$ cat src/hdl/gldn_pkg.sv
package gldn_pkg;

    localparam int COUNT_WIDTH     = 16;
    localparam int MAX_GAP_POINTS  = 62;
    localparam int GAP_WIDTH       = $clog2(MAX_GAP_POINTS + 2);
    localparam int SAMPLE_WIDTH    = 32;
    localparam int DIFF_WIDTH      = SAMPLE_WIDTH + 1;
    localparam int CFG_DATA_WIDTH  = 16;
    localparam int CFG_INDEX_WIDTH = 1;
    localparam int FDIV_CNT_WIDTH  = $clog2(COUNT_WIDTH);
    localparam int BDIV_CNT_WIDTH  = $clog2(DIFF_WIDTH);
    localparam int QUEUE_DEPTH     = 2;
    localparam int QPTR_WIDTH      = $clog2(QUEUE_DEPTH);
    localparam int QCNT_WIDTH      = $clog2(QUEUE_DEPTH + 1);

    typedef enum logic [CFG_INDEX_WIDTH-1:0] {
        CFG_SAMPLE_COUNT = 1'b0,
        CFG_TARGET_COUNT = 1'b1
    } cfg_index_t;

    typedef enum logic {
        F_IDLE,
        F_DIV
    } front_state_t;

    typedef enum logic [1:0] {
        B_IDLE,
        B_DIV,
        B_EMIT
    } back_state_t;

    // one queued request: a pass-through sample or one gap to fill
    typedef struct packed {
        logic                           is_gap;
        logic                           last;
        logic                           clamped;
        logic [GAP_WIDTH-1:0]           k;
        logic signed [SAMPLE_WIDTH-1:0] start;
        logic signed [SAMPLE_WIDTH-1:0] stop;
    } job_t;

    typedef struct packed {
        logic full;
        logic empty;
    } queue_status_t;

endpackage

$ cat src/hdl/grid_linear_densifier_core.sv
// Linear-interpolation upsampler for a grid of sample_count Q16.16 samples,
// spreading target_count - sample_count new points over the gaps. A sample is
// classified on arrival and queued (two entries); a pass-through sample goes
// from the queue to the job register and then to the output register. The
// first sample of a densified grid runs a serial divide for the gap counts and
// gives no result. Each gap runs a serial divide for its step (skipped when it
// gets no points), then emits one point per cycle unless the output stalls:
// start, k inserted points and, on the last gap, the end sample (k <= 62).
module grid_linear_densifier_core
    import gldn_pkg::*;
(
    input  logic                           clk,
    input  logic                           rst_n,
    input  logic                           cfg_valid,
    output logic                           cfg_ready,
    input  logic [CFG_INDEX_WIDTH-1:0]     cfg_index,
    input  logic [CFG_DATA_WIDTH-1:0]      cfg_data,
    input  logic                           in_valid,
    output logic                           in_ready,
    input  logic signed [SAMPLE_WIDTH-1:0] sample,
    output logic                           out_valid,
    input  logic                           out_ready,
    output logic signed [SAMPLE_WIDTH-1:0] point,
    output logic                           run_last,
    output logic                           grid_last,
    output logic                           count_clamped
);

    logic [CFG_DATA_WIDTH-1:0] sample_count_reg;
    logic [CFG_DATA_WIDTH-1:0] sample_count_next;
    logic [CFG_DATA_WIDTH-1:0] target_count_reg;
    logic [CFG_DATA_WIDTH-1:0] target_count_next;

    logic          push;
    job_t          push_job;
    logic          pop;
    job_t          pop_job;
    queue_status_t q_status;

    assign cfg_ready = 1'b1;

    always_comb
    begin
        sample_count_next = sample_count_reg;
        target_count_next = target_count_reg;
        if (cfg_valid)
        begin
            case (cfg_index_t'(cfg_index))
                CFG_SAMPLE_COUNT: sample_count_next = cfg_data;
                CFG_TARGET_COUNT: target_count_next = cfg_data;
                default:          sample_count_next = sample_count_reg;
            endcase
        end
    end

    always_ff @(posedge clk or negedge rst_n)
    begin
        if (!rst_n)
        begin
            sample_count_reg <= '0;
            target_count_reg <= '0;
        end
        else
        begin
            sample_count_reg <= sample_count_next;
            target_count_reg <= target_count_next;
        end
    end

    gldn_front u_front (
        .clk          (clk),
        .rst_n        (rst_n),
        .in_valid     (in_valid),
        .in_ready     (in_ready),
        .sample       (sample),
        .sample_count (COUNT_WIDTH'(sample_count_reg)),
        .target_count (COUNT_WIDTH'(target_count_reg)),
        .q_status     (q_status),
        .push         (push),
        .push_job     (push_job)
    );

    gldn_queue u_queue (
        .clk      (clk),
        .rst_n    (rst_n),
        .push     (push),
        .push_job (push_job),
        .pop      (pop),
        .pop_job  (pop_job),
        .status   (q_status)
    );

    gldn_back u_back (
        .clk           (clk),
        .rst_n         (rst_n),
        .q_status      (q_status),
        .pop           (pop),
        .pop_job       (pop_job),
        .out_valid     (out_valid),
        .out_ready     (out_ready),
        .point         (point),
        .run_last      (run_last),
        .grid_last     (grid_last),
        .count_clamped (count_clamped)
    );

endmodule

$ cat src/hdl/gldn_queue.sv
module gldn_queue
    import gldn_pkg::*;
(
    input  logic          clk,
    input  logic          rst_n,
    input  logic          push,
    input  job_t          push_job,
    input  logic          pop,
    output job_t          pop_job,
    output queue_status_t status
);

    job_t                  mem_reg [QUEUE_DEPTH];
    logic [QPTR_WIDTH-1:0] wr_ptr_reg;
    logic [QPTR_WIDTH-1:0] wr_ptr_next;
    logic [QPTR_WIDTH-1:0] rd_ptr_reg;
    logic [QPTR_WIDTH-1:0] rd_ptr_next;
    logic [QCNT_WIDTH-1:0] count_reg;
    logic [QCNT_WIDTH-1:0] count_next;

    always_comb
    begin
        wr_ptr_next = push ? wr_ptr_reg + 1'b1 : wr_ptr_reg;
        rd_ptr_next = pop ? rd_ptr_reg + 1'b1 : rd_ptr_reg;
        count_next  = count_reg;
        if (push && !pop)
        begin
            count_next = count_reg + 1'b1;
        end
        else if (pop && !push)
        begin
            count_next = count_reg - 1'b1;
        end
    end

    always_ff @(posedge clk or negedge rst_n)
    begin
        if (!rst_n)
        begin
            wr_ptr_reg <= '0;
            rd_ptr_reg <= '0;
            count_reg  <= '0;
        end
        else
        begin
            wr_ptr_reg <= wr_ptr_next;
            rd_ptr_reg <= rd_ptr_next;
            count_reg  <= count_next;
        end
    end

    always_ff @(posedge clk)
    begin
        if (push)
        begin
            mem_reg[wr_ptr_reg] <= push_job;
        end
    end

    assign pop_job      = mem_reg[rd_ptr_reg];
    assign status.full  = (count_reg == QCNT_WIDTH'(QUEUE_DEPTH));
    assign status.empty = (count_reg == '0);

endmodule

$ cat src/hdl/gldn_front.sv
module gldn_front
    import gldn_pkg::*;
(
    input  logic                           clk,
    input  logic                           rst_n,
    input  logic                           in_valid,
    output logic                           in_ready,
    input  logic signed [SAMPLE_WIDTH-1:0] sample,
    input  logic [COUNT_WIDTH-1:0]         sample_count,
    input  logic [COUNT_WIDTH-1:0]         target_count,
    input  queue_status_t                  q_status,
    output logic                           push,
    output job_t                           push_job
);

    front_state_t                   state_reg;
    front_state_t                   state_next;
    logic signed [SAMPLE_WIDTH-1:0] prev_reg;
    logic signed [SAMPLE_WIDTH-1:0] prev_next;
    logic [COUNT_WIDTH-1:0]         idx_reg;
    logic [COUNT_WIDTH-1:0]         idx_next;
    logic [COUNT_WIDTH-1:0]         base_reg;
    logic [COUNT_WIDTH-1:0]         base_next;
    logic [COUNT_WIDTH-1:0]         extra_reg;
    logic [COUNT_WIDTH-1:0]         extra_next;
    logic [COUNT_WIDTH-1:0]         div_quo_reg;
    logic [COUNT_WIDTH-1:0]         div_quo_next;
    logic [COUNT_WIDTH-1:0]         div_rem_reg;
    logic [COUNT_WIDTH-1:0]         div_rem_next;
    logic [COUNT_WIDTH-1:0]         div_den_reg;
    logic [COUNT_WIDTH-1:0]         div_den_next;
    logic [FDIV_CNT_WIDTH-1:0]      div_cnt_reg;
    logic [FDIV_CNT_WIDTH-1:0]      div_cnt_next;

    logic                   accept;
    logic [COUNT_WIDTH:0]   idx_inc;
    logic                   last;
    logic                   densify;
    logic                   idx_zero;
    logic [COUNT_WIDTH-1:0] gap;
    logic [COUNT_WIDTH:0]   k_raw;
    logic                   clamp;
    logic [GAP_WIDTH-1:0]   k;
    logic [COUNT_WIDTH:0]   rem_sh;
    logic                   rem_ge;
    logic [COUNT_WIDTH-1:0] rem_new;
    logic [COUNT_WIDTH-1:0] quo_new;

    assign in_ready = (state_reg == F_IDLE) && !q_status.full;
    assign accept   = in_valid && in_ready;
    assign idx_inc  = {1'b0, idx_reg} + 1'b1;
    assign last     = idx_inc >= {1'b0, sample_count};
    assign densify  = (sample_count >= COUNT_WIDTH'(2)) && (target_count > sample_count);
    assign idx_zero = (idx_reg == '0);
    assign gap      = idx_reg - 1'b1;
    assign k_raw    = {1'b0, base_reg} + ((gap < extra_reg) ? 1'b1 : 1'b0);
    assign clamp    = k_raw > (COUNT_WIDTH + 1)'(MAX_GAP_POINTS);
    assign k        = clamp ? GAP_WIDTH'(MAX_GAP_POINTS) : GAP_WIDTH'(k_raw);

    // restoring divider for the per-gap insert count
    assign rem_sh  = {div_rem_reg, div_quo_reg[COUNT_WIDTH-1]};
    assign rem_ge  = rem_sh >= {1'b0, div_den_reg};
    assign rem_new = rem_ge ? COUNT_WIDTH'(rem_sh - {1'b0, div_den_reg})
                            : COUNT_WIDTH'(rem_sh);
    assign quo_new = {div_quo_reg[COUNT_WIDTH-2:0], rem_ge};

    always_comb
    begin
        state_next = state_reg;
        case (state_reg)
            F_IDLE:
            begin
                if (accept && idx_zero && densify)
                begin
                    state_next = F_DIV;
                end
            end
            F_DIV:
            begin
                if (div_cnt_reg == '0)
                begin
                    state_next = F_IDLE;
                end
            end
            default:
            begin
                state_next = F_IDLE;
            end
        endcase
    end

    always_comb
    begin
        prev_next      = prev_reg;
        idx_next       = idx_reg;
        base_next      = base_reg;
        extra_next     = extra_reg;
        div_quo_next   = div_quo_reg;
        div_rem_next   = div_rem_reg;
        div_den_next   = div_den_reg;
        div_cnt_next   = div_cnt_reg;
        push           = 1'b0;
        push_job.is_gap  = densify;
        push_job.last    = last;
        push_job.clamped = clamp;
        push_job.k       = k;
        push_job.start   = prev_reg;
        push_job.stop    = sample;
        case (state_reg)
            F_IDLE:
            begin
                if (accept)
                begin
                    prev_next = sample;
                    idx_next  = last ? '0 : COUNT_WIDTH'(idx_inc);
                    if (idx_zero && densify)
                    begin
                        div_quo_next = target_count - sample_count;
                        div_den_next = sample_count - 1'b1;
                        div_rem_next = '0;
                        div_cnt_next = FDIV_CNT_WIDTH'(COUNT_WIDTH - 1);
                    end
                    else
                    begin
                        push = 1'b1;
                        if (idx_zero)
                        begin
                            base_next  = '0;
                            extra_next = '0;
                        end
                    end
                end
            end
            F_DIV:
            begin
                div_quo_next = quo_new;
                div_rem_next = rem_new;
                div_cnt_next = div_cnt_reg - 1'b1;
                if (div_cnt_reg == '0)
                begin
                    base_next  = quo_new;
                    extra_next = rem_new;
                end
            end
            default:
            begin
                push = 1'b0;
            end
        endcase
    end

    always_ff @(posedge clk or negedge rst_n)
    begin
        if (!rst_n)
        begin
            state_reg <= F_IDLE;
            prev_reg  <= '0;
            idx_reg   <= '0;
            base_reg  <= '0;
            extra_reg <= '0;
        end
        else
        begin
            state_reg <= state_next;
            prev_reg  <= prev_next;
            idx_reg   <= idx_next;
            base_reg  <= base_next;
            extra_reg <= extra_next;
        end
    end

    always_ff @(posedge clk)
    begin
        div_quo_reg <= div_quo_next;
        div_rem_reg <= div_rem_next;
        div_den_reg <= div_den_next;
        div_cnt_reg <= div_cnt_next;
    end

endmodule

$ cat src/hdl/gldn_back.sv
module gldn_back
    import gldn_pkg::*;
(
    input  logic                           clk,
    input  logic                           rst_n,
    input  queue_status_t                  q_status,
    output logic                           pop,
    input  job_t                           pop_job,
    output logic                           out_valid,
    input  logic                           out_ready,
    output logic signed [SAMPLE_WIDTH-1:0] point,
    output logic                           run_last,
    output logic                           grid_last,
    output logic                           count_clamped
);

    back_state_t                    state_reg;
    back_state_t                    state_next;
    job_t                           job_reg;
    job_t                           job_next;
    logic [BDIV_CNT_WIDTH-1:0]      cnt_reg;
    logic [BDIV_CNT_WIDTH-1:0]      cnt_next;
    logic [GAP_WIDTH-1:0]           rem_reg;
    logic [GAP_WIDTH-1:0]           rem_next;
    logic [DIFF_WIDTH-1:0]          quo_reg;
    logic [DIFF_WIDTH-1:0]          quo_next;
    logic                           neg_reg;
    logic                           neg_next;
    logic [SAMPLE_WIDTH-1:0]        step_reg;
    logic [SAMPLE_WIDTH-1:0]        step_next;
    logic [SAMPLE_WIDTH-1:0]        acc_reg;
    logic [SAMPLE_WIDTH-1:0]        acc_next;
    logic [GAP_WIDTH-1:0]           pos_reg;
    logic [GAP_WIDTH-1:0]           pos_next;
    logic                           out_valid_reg;
    logic                           out_valid_next;
    logic signed [SAMPLE_WIDTH-1:0] point_reg;
    logic signed [SAMPLE_WIDTH-1:0] point_next;
    logic                           run_last_reg;
    logic                           run_last_next;
    logic                           grid_last_reg;
    logic                           grid_last_next;
    logic                           clamped_reg;
    logic                           clamped_next;

    logic                  slot_free;
    logic                  emit;
    logic                  final_pt;
    logic [GAP_WIDTH-1:0]  final_pos;
    logic [GAP_WIDTH-1:0]  den;
    logic [GAP_WIDTH:0]    rem_sh;
    logic                  rem_ge;
    logic [GAP_WIDTH-1:0]  rem_new;
    logic [DIFF_WIDTH-1:0] quo_new;
    logic [DIFF_WIDTH-1:0] diff;
    logic [SAMPLE_WIDTH-1:0] interp;

    assign slot_free = !out_valid_reg || out_ready;
    assign emit      = (state_reg == B_EMIT) && slot_free;
    assign final_pos = job_reg.k + (job_reg.last ? 1'b1 : 1'b0);
    assign final_pt  = !job_reg.is_gap || (pos_reg == final_pos);
    assign pop       = (state_reg == B_IDLE) && !q_status.empty;
    assign diff      = {pop_job.stop[SAMPLE_WIDTH-1], pop_job.stop}
                     - {pop_job.start[SAMPLE_WIDTH-1], pop_job.start};
    assign interp    = acc_reg + step_reg;

    // one quotient bit per cycle, magnitude only
    assign den     = job_reg.k + 1'b1;
    assign rem_sh  = {rem_reg, quo_reg[DIFF_WIDTH-1]};
    assign rem_ge  = rem_sh >= {1'b0, den};
    assign rem_new = rem_ge ? GAP_WIDTH'(rem_sh - {1'b0, den}) : GAP_WIDTH'(rem_sh);
    assign quo_new = {quo_reg[DIFF_WIDTH-2:0], rem_ge};

    always_comb
    begin
        state_next = state_reg;
        case (state_reg)
            B_IDLE:
            begin
                if (!q_status.empty)
                begin
                    state_next = (pop_job.is_gap && (pop_job.k != '0)) ? B_DIV : B_EMIT;
                end
            end
            B_DIV:
            begin
                if (cnt_reg == '0)
                begin
                    state_next = B_EMIT;
                end
            end
            B_EMIT:
            begin
                if (slot_free && final_pt)
                begin
                    state_next = B_IDLE;
                end
            end
            default:
            begin
                state_next = B_IDLE;
            end
        endcase
    end

    always_comb
    begin
        job_next       = job_reg;
        cnt_next       = cnt_reg;
        rem_next       = rem_reg;
        quo_next       = quo_reg;
        neg_next       = neg_reg;
        step_next      = step_reg;
        acc_next       = acc_reg;
        pos_next       = pos_reg;
        point_next     = point_reg;
        run_last_next  = run_last_reg;
        grid_last_next = grid_last_reg;
        clamped_next   = clamped_reg;
        out_valid_next = out_valid_reg && !out_ready;
        case (state_reg)
            B_IDLE:
            begin
                if (pop)
                begin
                    job_next = pop_job;
                    neg_next = diff[DIFF_WIDTH-1];
                    quo_next = diff[DIFF_WIDTH-1] ? DIFF_WIDTH'(-diff) : diff;
                    rem_next = '0;
                    cnt_next = BDIV_CNT_WIDTH'(DIFF_WIDTH - 1);
                    acc_next = pop_job.start;
                    pos_next = '0;
                end
            end
            B_DIV:
            begin
                quo_next = quo_new;
                rem_next = rem_new;
                cnt_next = cnt_reg - 1'b1;
                if (cnt_reg == '0)
                begin
                    step_next = neg_reg ? SAMPLE_WIDTH'(-quo_new) : quo_new[SAMPLE_WIDTH-1:0];
                end
            end
            B_EMIT:
            begin
                if (emit)
                begin
                    out_valid_next = 1'b1;
                    run_last_next  = final_pt;
                    pos_next       = pos_reg + 1'b1;
                    if (!job_reg.is_gap)
                    begin
                        point_next     = job_reg.stop;
                        grid_last_next = job_reg.last;
                        clamped_next   = 1'b0;
                    end
                    else if (pos_reg == '0)
                    begin
                        point_next     = job_reg.start;
                        grid_last_next = 1'b0;
                        clamped_next   = job_reg.clamped;
                    end
                    else if (pos_reg > job_reg.k)
                    begin
                        point_next     = job_reg.stop;
                        grid_last_next = 1'b1;
                        clamped_next   = 1'b0;
                    end
                    else
                    begin
                        point_next     = interp;
                        acc_next       = interp;
                        grid_last_next = 1'b0;
                        clamped_next   = job_reg.clamped;
                    end
                end
            end
            default:
            begin
                out_valid_next = out_valid_reg && !out_ready;
            end
        endcase
    end

    always_ff @(posedge clk or negedge rst_n)
    begin
        if (!rst_n)
        begin
            state_reg     <= B_IDLE;
            out_valid_reg <= 1'b0;
        end
        else
        begin
            state_reg     <= state_next;
            out_valid_reg <= out_valid_next;
        end
    end

    always_ff @(posedge clk)
    begin
        job_reg       <= job_next;
        cnt_reg       <= cnt_next;
        rem_reg       <= rem_next;
        quo_reg       <= quo_next;
        neg_reg       <= neg_next;
        step_reg      <= step_next;
        acc_reg       <= acc_next;
        pos_reg       <= pos_next;
        point_reg     <= point_next;
        run_last_reg  <= run_last_next;
        grid_last_reg <= grid_last_next;
        clamped_reg   <= clamped_next;
    end

    assign out_valid     = out_valid_reg;
    assign point         = point_reg;
    assign run_last      = run_last_reg;
    assign grid_last     = grid_last_reg;
    assign count_clamped = clamped_reg;

endmodule

$ cat config.mk
export PLATFORM = sky130hd
export DESIGN_NAME = grid_linear_densifier_core
export DESIGN_NICKNAME = d
export VERILOG_FILES = /design/src/hdl/gldn_pkg.sv /design/src/hdl/grid_linear_densifier_core.sv /design/src/hdl/gldn_queue.sv /design/src/hdl/gldn_front.sv /design/src/hdl/gldn_back.sv
export SDC_FILE = /design/constraint.sdc
export NUM_CORES = 1
export LEC_CHECK = 0
export BUFFER_PORTS_ARGS = -buffer_cell sky130_fd_sc_hd__buf_2
export CORE_ASPECT_RATIO = 0.5
export CORE_UTILIZATION = 35
export DETAILED_ROUTE_END_ITERATION = 8
export PLACE_DENSITY = 0.55
export REMOVE_ABC_BUFFERS = 1
export SYNTH_ARGS = -nofsm -noshare
export SYNTH_HDL_FRONTEND = slang
export SYNTH_SLANG_ARGS = --single-unit
$ cat constraint.sdc
create_clock -name clk -period 6.45 [get_ports clk]
set_input_delay 0.3225 -clock clk [delete_from_list [all_inputs] [get_ports clk]]
set_output_delay 0.3225 -clock clk [all_outputs]
set_load 0.005 [all_outputs]
== Word-level counts from Yosys, hierarchy flattened ==
Memory sizes are Yosys's and may differ from the RTL's.
Index checks and enable logic that the tools add are counted.
Storage, ports and cells
  bits in registers: 396
  bits in latches: 0
  RAM bits: 146
  bits in read-only memories: 0
  bits of input ports: 54
  output and inout bits: 38
  word-level logic and storage cells: 189
  memories: 1
Memories
  u_queue.mem_reg: words 2, width 73, read ports 1, clocked after Yosys merged registers in 0, write ports 1, line gldn_queue.sv:13  | job_t mem_reg [QUEUE_DEPTH];
Cells by class
  add/subtract/negate cells: 20
  multipliers: 0
  div/mod/pow operators: 0
  order comparisons: 8
  equal/unequal tests: 17
  shift-type cells: 0
  multiplexer cells: 63
  bitwise logic cells: 2
  reductions and logical operators: 45
Operator list (number)
  $mux W32: 9
  $mux W16: 11
  $pmux W16 S2: 4
  $mux W33: 2
  $pmux W33 S2: 1
  $pmux W32 S2: 1
  $pmux W6 S2: 3
  $ge A17 B16 Y1: 2
  $neg A33 Y33: 1
  $sub A32 B32 Y33: 1
  $add A32 B32 Y32: 1
  $neg A32 Y32: 1
  $sub A16 B1 Y16 const B: 2
  $sub A16 B16 Y16: 2
  $mux W6: 5
  $add A16 B1 Y17 const B: 1
  $add A16 B17 Y17: 1
  $gt A17 B6 Y1 const B: 1
  $ge A16 B2 Y1 const B: 1
  $gt A16 B16 Y1: 1
  $logic_not A16 Y1: 1
  $lt A16 B16 Y1: 1
  $mux W1: 16
  $ne A2 B2 Y1 const B: 8
  32 further kinds: 78

== Logic depth before layout (Yosys ltp) ==
Gate-level depths: netlist of run 1.
  depth after elaboration: 10
  depth in mapped cells: 25
  mapped depth without buffers: 25

== Hierarchy ==
From an unflattened synthesis of run 1, not the netlist that was laid out.
Second synthesis, totals
  cell total of the unflattened synthesis: 2713
  area total of the unflattened synthesis: 30088.9 µm²
Modules (own cells, without submodules)
  gldn_back: times used 1, cells an instance 1366, area each 14088.5 µm², seq. area each 6801.5 µm²
  gldn_front: times used 1, cells an instance 1033, area each 9034.9 µm², seq. area each 3588.4 µm²
  gldn_queue: times used 1, cells an instance 243, area each 5701.7 µm², seq. area each 4484.3 µm²
  grid_linear_densifier_core: times used 1, cells an instance 71, area each 1263.7 µm², seq. area each 800.8 µm²

== Least setup slack after synthesis of run 1 ==
No wires, ideal clock.
  path type: register to register
  from: register sample_count_reg[2]
  to: memory u_queue.mem_reg[0][0] (netlist name) (enable)
  library setup time: 0.504 ns
  arrival: 5.357 ns
  required time: 5.946 ns
  setup slack: 0.589 ns
  cell stages (with the launch flop): 14
  buffers on the path: 1
  period minus slack after synthesis: 5.861 ns
  cell sequence: dfrtp_1 > inv_1 > ha_1 > nor2b_1 > o21ai_0 > a21boi_0 > o21ai_0 > a21o_1 > a21o_1 > a21o_1 > a211oi_1 > clkbuf_1 > a21o_1 > nor2_1
Between the ends
  cells in the longest elaborated chain, start to end: 8
  elaborated cells between the ends (all ways): 9
  those cells by class: order compare: 2; mux: 5; reduce/logical: 2
Ends and longest elaborated chain
  from (decl): line grid_linear_densifier_core.sv:29  | logic [CFG_DATA_WIDTH-1:0] sample_count_reg;
  from (signal assigned): line grid_linear_densifier_core.sv:65  | sample_count_reg <= sample_count_next;
  $ge A16 B2 Y1 or $gt A16 B16 Y1 (tied branches): line gldn_front.sv:53  | assign densify = (sample_count >= COUNT_WIDTH'(2)) && (target_count > sample_count);
  $logic_and A1 B1 Y1 (*): line gldn_front.sv:53
  $logic_and A1 B1 Y1 (*): line gldn_front.sv:116  | if (idx_zero && densify)
  $mux W1 (*): line gldn_front.sv:116
  $mux W1 (*): line gldn_front.sv:112  | if (accept)
  $mux W1 (*): line gldn_front.sv:109  | case (state_reg)
  $mux W1 (*): line gldn_queue.sv:54  | if (push)
  $mux W1 (implied by the code) (*): line gldn_queue.sv:56  | mem_reg[wr_ptr_reg] <= push_job;
  to (decl): line gldn_queue.sv:13
Every way passes the cells marked *; elsewhere a longest branch is shown, timed or not.

== Worst setup path after layout of run 1 ==
  from: register u_back.job_reg[64] (netlist name)
  to: register u_back.step_reg[28] (data pin)
Between the ends
  cells in the longest elaborated chain, start to end: 4
Ends and longest elaborated chain
  from (decl): line gldn_back.sv:19  | job_t job_reg;
  from (signal assigned): line gldn_back.sv:202  | job_reg <= job_next;
  $add A6 B1 Y6: line gldn_back.sv:68  | assign den = job_reg.k + 1'b1;
  $ge A7 B6 Y1: line gldn_back.sv:70  | assign rem_ge = rem_sh >= {1'b0, den};
  named net u_back.rem_ge: line gldn_back.sv:52  | logic rem_ge;
  $neg A32 Y32: line gldn_back.sv:142  | step_next = neg_reg ? SAMPLE_WIDTH'(-quo_new) : quo_new[SAMPLE_WIDTH-1:0];
  $mux W32: line gldn_back.sv:142
  to (signal assigned): line gldn_back.sv:207  | step_reg <= step_next;
  to (decl): line gldn_back.sv:29  | logic [SAMPLE_WIDTH-1:0] step_reg;
The timed path passes the listed nets, and every way through them passes these cells.
A chain may end at the register's enable or synchronous reset.

==> results.json, run 1 <==
{
  "worst_ep_arrival_time_ns": 6.58,
  "drcViolationCount": 0,
  "cellLeakagePower_nw": 13.0,
  "tns_ns": 0,
  "first_iter_violations": 1877,
  "critical_path.endpoint_type": "register",
  "number_of_antenna_violations_at_the_first_check_in_global_routing": 0,
  "synth-seq-area-share": 0.530,
  "core_area_um2": 82700,
  "slew_violations": 0,
  "largest_reg_flops": 146,
  "synth_seq_cells": 542,
  "insertedDiodeCount": 0,
  "postRouteAntennaNets": 0,
  "via_per_inst": 5.32,
  "hold_fails_final_rpt": 0,
  "holdCritPathClass": "in2reg",
  "cts.reportedPaths.clkPinSlew_ns": 0.06,
  "worst_pin_slew_ns": 1.41,
  "synth_area_per_cell_um2": 10.9,
  "library_cell_with_the_highest_instance_count_after_synthesis": "sky130_fd_sc_hd__edfxtp_1",
  "placement.setup.worst_slack_ns": 0.431,
  "first_global_vias": 20485,
  "synth_top_area_frac": 0.428,
  "num_io_pins": 92,
  "power.density_cell_area_nw_per_um2": 613,
  "port_buffers": 90,
  "netlist_area_um2": 29600,
  "final_worst_hold_slack_ns": 0.0817,
  "cts_tree": "built",
  "via_count": 21140,
  "achievable-frequency_mhz": 161,
  "startpoint_type": "register",
  "die_width_um": 413,
  "outcome": "completed",
  "postSynthCellCount": 2724,
  "routabilityCongestion": 0.877,
  "synth_top_cells_by_count": "sky130_fd_sc_hd__edfxtp_1 (422), sky130_fd_sc_hd__nand2_1 (271), sky130_fd_sc_hd__nor2_1 (202), sky130_fd_sc_hd__a21oi_1 (175), sky130_fd_sc_hd__inv_1 (167)",
  "yosysWarnings": 0,
  "route.final.wire_length_um": 78700,
  "tritoncts.num_buffers": 52,
  "crit_fanout": 9,
  "finClkSkew_ns": 0.0326,
  "starting_density": 0.358,
  "dr.pass1.iters": 6,
  "timing.final.ws_setup_ns": 0.247,
  "routed_wire_length_per_instance_um": 19.8,
  "cts_num_sinks": 542,
  "rsz0062_at_grt": "false",
  "path_class": "reg2reg",
  "layout-area-overhead-vs-synth_pct": 13.4,
  "insertion_delay_ns": 0.64,
  "std_cell_rows": 74,
  "postSynth.topFlopCell": "sky130_fd_sc_hd__edfxtp_1",
  "max_cap_viols": 0,
  "synth-edff-count": 422,
  "worstPathRequired_ns": 6.82,
  "sum_of_net_half_perimeters_after_detailed_placement_um": 56100,
  "cts_root_buf": "sky130_fd_sc_hd__clkbuf_16",
  "fraction_of_final_layout_cells_with_drive_strength_greater_than_1": 0.114,
  "ctsHtreeMaxLevel": 2,
  "die_area_um2": 85800,
  "gr-usage-all-layers": 0.181,
  "async_reset_ff_frac": 0.221,
  "post_cts_buffers": 0,
  "crit_share_post_route": 0.962,
  "synth_area_leaders": "sky130_fd_sc_hd__edfxtp_1 (43%), sky130_fd_sc_hd__dfrtp_1 (10%), sky130_fd_sc_hd__ha_1 (6.6%)",
  "globalRouteOverflowTotal": 0,
  "die_h_um": 208,
  "timing.final.setup_violations": 0,
  "worst_slew_margin_rel": 0.0519,
  "post_synth_num_cell_types": 85,
  "grt_pass1_wl_um": 121000,
  "vdd_ir_drop_max_v": 0.000291,
  "final_min_period_ns": 6.20,
  "grt_start_max_net_pins": 73,
  "fin_nets": 3046,
  "longest_clk_path_bufs": 3,
  "cell_taking_the_most_area_after_synthesis": "sky130_fd_sc_hd__edfxtp_1"
}
final timing paths:
kind | startpoint | end | slack [ns] | cells past startpoint
worst min register to register | u_front.prev_reg[18] | u_queue.mem_reg[0][50] | 0.46 | 0
worst max register to register | u_back.job_reg[64] | u_back.step_reg[28] | 0.25 | 16
min in group asynchronous | rst_n | sample_count_reg[11] | 0.32 | 2
worst min-delay path | out_ready | u_back.out_valid | 0.08 | 3
worst max-delay path | u_back.job_reg[64] | u_back.step_reg[28] | 0.25 | 16
max in group asynchronous | rst_n | u_queue.rd_ptr_reg | 4.80 | 3
what timing repair did:
item	in CTS	in global routing
endpoints found under the setup margin	0	1
endpoints found under the hold margin	195	0
gates resized for setup	0	1
hold buffers	49	0
layout by cell type, fill, tap and decap left out, drive strengths merged, types with 40 or more instances in the layout:
cell type,netlist,layout
a21o,40,40
nor2,202,202
o21ai,143,143
mux2,84,84
nand2,271,271
nor3,51,51
edfxtp,422,422
xnor2,123,123
buf,17,117
clkbuf,96,74
dlygate4sd3,0,49
a21oi,180,180
xor2,62,62
nand3,64,64
dfrtp,120,120
inv,167,168
ha,156,156
power by group:
part	internal [W]	switching [W]	total [W]
combinational	0.00395	0.00688	0.0108
sequential	0.00582	0.000732	0.00655
clock	0.00180	0.00140	0.00320
total	0.0116	0.00901	0.0206
worst max-delay path, cell delays in order (launching register included):
cell	delay, ns
sky130_fd_sc_hd__edfxtp_1	0.51
sky130_fd_sc_hd__ha_1	0.28
sky130_fd_sc_hd__nand3_1	0.10
sky130_fd_sc_hd__xnor2_1	0.15
sky130_fd_sc_hd__ha_1	0.30
sky130_fd_sc_hd__and4_1	0.16
sky130_fd_sc_hd__a311oi_1	1.11
sky130_fd_sc_hd__nand2_1	0.66
sky130_fd_sc_hd__clkinv_1	0.48
sky130_fd_sc_hd__ha_1	0.26
sky130_fd_sc_hd__nand2_1	0.11
sky130_fd_sc_hd__or3_1	0.42
sky130_fd_sc_hd__nand2b_1	0.19
sky130_fd_sc_hd__or3_1	0.42
sky130_fd_sc_hd__or3_1	0.41
sky130_fd_sc_hd__o31ai_1	0.28
sky130_fd_sc_hd__xnor2_1	0.10
logic make-up after synthesis:
| group | share of synthesized area |
|---|---|
| AO/OA/AOI/OAI | 0.138 |
| flip-flops | 0.530 |
| other | 0.000127 |
| adder cells (fa/ha/maj) | 0.0693 |
| XOR/XNOR | 0.0547 |
| buffers and inverters | 0.0362 |
| multiplexers | 0.0451 |
| AND/OR/NAND/NOR | 0.127 |
stage by stage:
| stage | power [W] | instance area (µm²) | utilization | cells |
|---|---|---|---|---|
| 2_1_floorplan | 0.0139 | 29200 | - | 2611 |
| 3_3_place_gp | 0.0172 | 31300 | 0.379 | 3830 |
| 3_5_place_dp | 0.0173 | 31300 | 0.379 | 3830 |
| 4_1_cts | 0.0206 | 33600 | 0.406 | 3977 |
| 5_1_grt | 0.0220 | 33600 | 0.406 | 3977 |
| 6_report | 0.0206 | 33600 | 0.406 | 3977 |
per-layer routing:
layer  track usage  part of all wire
met3        0.0278             0.051
met4        0.0450             0.021
met1         0.262              0.48
met2         0.283              0.45
met5             0                 0
final cells by class:
cell class | instances | area [µm²]
clock buffer | 74 | 1470
fill | 7911 | 49100
clock inverter | 24 | 298
sequential | 542 | 15700
multi-input combinational | 1901 | 12900
inverter | 168 | 632
tap | 1102 | 1380
timing repair buffer | 166 | 1170
Note: power is estimated with default switching activity, not from simulation.
==> run 2: changes to the inputs <==
--- a/config.mk
+++ b/config.mk
@@ -7,9 +7,9 @@
 export LEC_CHECK = 0
 export BUFFER_PORTS_ARGS = -buffer_cell sky130_fd_sc_hd__buf_2
 export CORE_ASPECT_RATIO = 0.5
+export CORE_MARGIN = 2
 export CORE_UTILIZATION = 35
 export DETAILED_ROUTE_END_ITERATION = 8
-export PLACE_DENSITY = 0.55
 export REMOVE_ABC_BUFFERS = 1
 export SYNTH_ARGS = -nofsm -noshare
 export SYNTH_HDL_FRONTEND = slang
==> run 2 against run 1 <==
Maximum frequency up 3.2%. Wire length down 2.8%. Largest power group unchanged. Combinational power about the same. Die area up 1.5%. Sequential power about the same. Highest routed layer unchanged.
==> results.json, run 2 (same netlist as run 1, synthesis figures left out) <==
{
  "drcViolationCount": 0,
  "post_cts_hold_buffer_count": 49,
  "final_min_period_ns": 6.01,
  "starting_density": 0.353,
  "resized_after_cts": 0,
  "port_buffers": 90,
  "worst_ep_arrival_time_ns": 6.39,
  "grt_start_max_net_pins": 69,
  "holdCritPathClass": "in2reg",
  "max_cap_viols": 0,
  "final_worst_hold_slack_ns": 0.107,
  "insertion_delay_ns": 0.64,
  "ctsHtreeMaxLevel": 2,
  "worst_slew_margin_rel": 0.167,
  "crit_share_post_route": 0.932,
  "startpoint_type": "register",
  "cts_root_buf": "sky130_fd_sc_hd__clkbuf_16",
  "first_iter_violations": 1755,
  "crit_fanout": 9,
  "post_cts_buffers": 0,
  "cts_num_sinks": 542,
  "worst_pin_slew_ns": 1.24,
  "gr-usage-all-layers": 0.174,
  "finClkSkew_ns": 0.0379,
  "die_width_um": 415,
  "hold_fails_final_rpt": 0,
  "routed_wire_length_per_instance_um": 19.2,
  "first_global_vias": 20845,
  "routabilityCongestion": 0.897,
  "path_class": "reg2reg",
  "largest_reg_flops": 146,
  "source_of_the_worst_hold_timing_path": "out_ready",
  "outcome": "completed",
  "via_per_inst": 5.35,
  "slew_violations": 0,
  "count_of_cells_along_the_worst_register_to_register_path": 18,
  "critical_path.endpoint_type": "register",
  "number_of_antenna_violations_at_the_first_check_in_global_routing": 3,
  "route.final.wire_length_um": 76500,
  "tritoncts.num_buffers": 53,
  "die_area_um2": 87100,
  "fin_nets": 3049,
  "sum_of_net_half_perimeters_after_detailed_placement_um": 54800,
  "tns_ns": 0,
  "grt_pass1_wl_um": 119000,
  "timing.final.setup_violations": 0,
  "fraction_of_final_layout_cells_with_drive_strength_greater_than_1": 0.115,
  "postRouteAntennaNets": 0,
  "vdd_ir_drop_max_v": 0.000304,
  "reg2reg_from": "u_back.job_reg[64]",
  "dr.pass1.iters": 5,
  "most-common-layout-cells": "sky130_fd_sc_hd__edfxtp_1 (422), sky130_fd_sc_hd__nand2_1 (270), sky130_fd_sc_hd__nor2_1 (197)",
  "rsz0062_at_grt": "false",
  "cts.reportedPaths.clkPinSlew_ns": 0.06,
  "number_of_cells_in_the_design_after_placement": 3846,
  "worst_hold_path.endpoint": "u_back.out_valid",
  "layout_fillers": 7982,
  "worstPathRequired_ns": 6.83,
  "achievable-frequency_mhz": 166,
  "std_cell_rows": 75,
  "globalRouteOverflowTotal": 0,
  "reg2reg_setup_slack_ns": 0.44,
  "longest_clk_path_bufs": 3,
  "power.density_cell_area_nw_per_um2": 612,
  "num_io_pins": 92,
  "core_area_um2": 83800,
  "cellLeakagePower_nw": 13.0,
  "detailed_place.area_um2": 31300,
  "min_path_cells": 3,
  "r2r-end": "u_back.step_reg[28]",
  "layout_commonest_cell": "sky130_fd_sc_hd__edfxtp_1",
  "instances_no_fill": 3993,
  "post-route-cell-area_um2": 33600,
  "via_count": 21355,
  "cts_tree": "built",
  "layout-area-overhead-vs-synth_pct": 13.6,
  "die_h_um": 210,
  "finalCoreUtilization": 0.401
}
run 2: cell type report:
cell class | count | area [µm²] | area share
Timing Repair Buffer | 168 | 1190 | 0.0353
Inverter | 168 | 632 | 0.0188
Multi-Input combinational cell | 1901 | 12900 | 0.385
Tap cell | 1116 | 1400 | 0.0415
Sequential cell | 542 | 15700 | 0.466
Antenna cell | 1 | 2.50 | 0.0000744
Clock buffer | 68 | 1430 | 0.0426
Clock inverter | 29 | 354 | 0.0105
run 2: report_power, final:
| part | switching [W] | internal (W) |
|---|---|---|
| Sequential | 0.000701 | 0.00582 |
| Clock | 0.00139 | 0.00186 |
| Combinational | 0.00685 | 0.00395 |
run 2: through the flow:
stage                     total power (W)  setup slack, ns
after floorplan                    0.0139           -0.180
final                              0.0206            0.442
after global routing               0.0220           0.0930
after global placement             0.0170            0.637
after detailed placement           0.0172            0.548
after CTS                          0.0206            0.545
run 2: worst max path at each step:
| stage | start | endpoint | slack [ns] |
|---|---|---|---|
| finish | u_back.job_reg[64] | u_back.step_reg[28] | 0.44 |
| CTS | u_back.job_reg[64] | u_back.step_reg[28] | 0.54 |
| global route | u_back.job_reg[66] | u_back.step_reg[28] | 0.09 |
| detailed placement | u_back.job_reg[64] | u_back.step_reg[28] | 0.55 |
| floorplan | u_queue.rd_ptr_reg | u_back.quo_reg[6] | -0.18 |
| global placement | u_back.job_reg[64] | u_back.step_reg[28] | 0.64 |
run 2: worst max-delay path, stage by stage (launching register included):
cell and delay, ns:
sky130_fd_sc_hd__edfxtp_1 0.50, sky130_fd_sc_hd__ha_1 0.33, sky130_fd_sc_hd__inv_1 0.06, sky130_fd_sc_hd__ha_1 0.30, sky130_fd_sc_hd__nor2b_1 0.14, sky130_fd_sc_hd__o21ai_0 0.18
sky130_fd_sc_hd__a21boi_0 0.14, sky130_fd_sc_hd__o21a_1 0.21, sky130_fd_sc_hd__o21ai_0 0.75, sky130_fd_sc_hd__nand2_1 0.49, sky130_fd_sc_hd__clkinv_1 0.45, sky130_fd_sc_hd__ha_1 0.26
sky130_fd_sc_hd__nand2_1 0.11, sky130_fd_sc_hd__or3_1 0.42, sky130_fd_sc_hd__nand2b_1 0.20, sky130_fd_sc_hd__or3_1 0.43, sky130_fd_sc_hd__or3_1 0.41, sky130_fd_sc_hd__o31ai_1 0.28
sky130_fd_sc_hd__xnor2_1 0.10
run 2: layer usage:
layer  vias up  track usage  wire [µm]
li1      10218            -          -
met5         -            0          0
met3        95       0.0219       3910
met1     10475        0.247      36100
met4         0       0.0524       1900
met2       567        0.277      34600
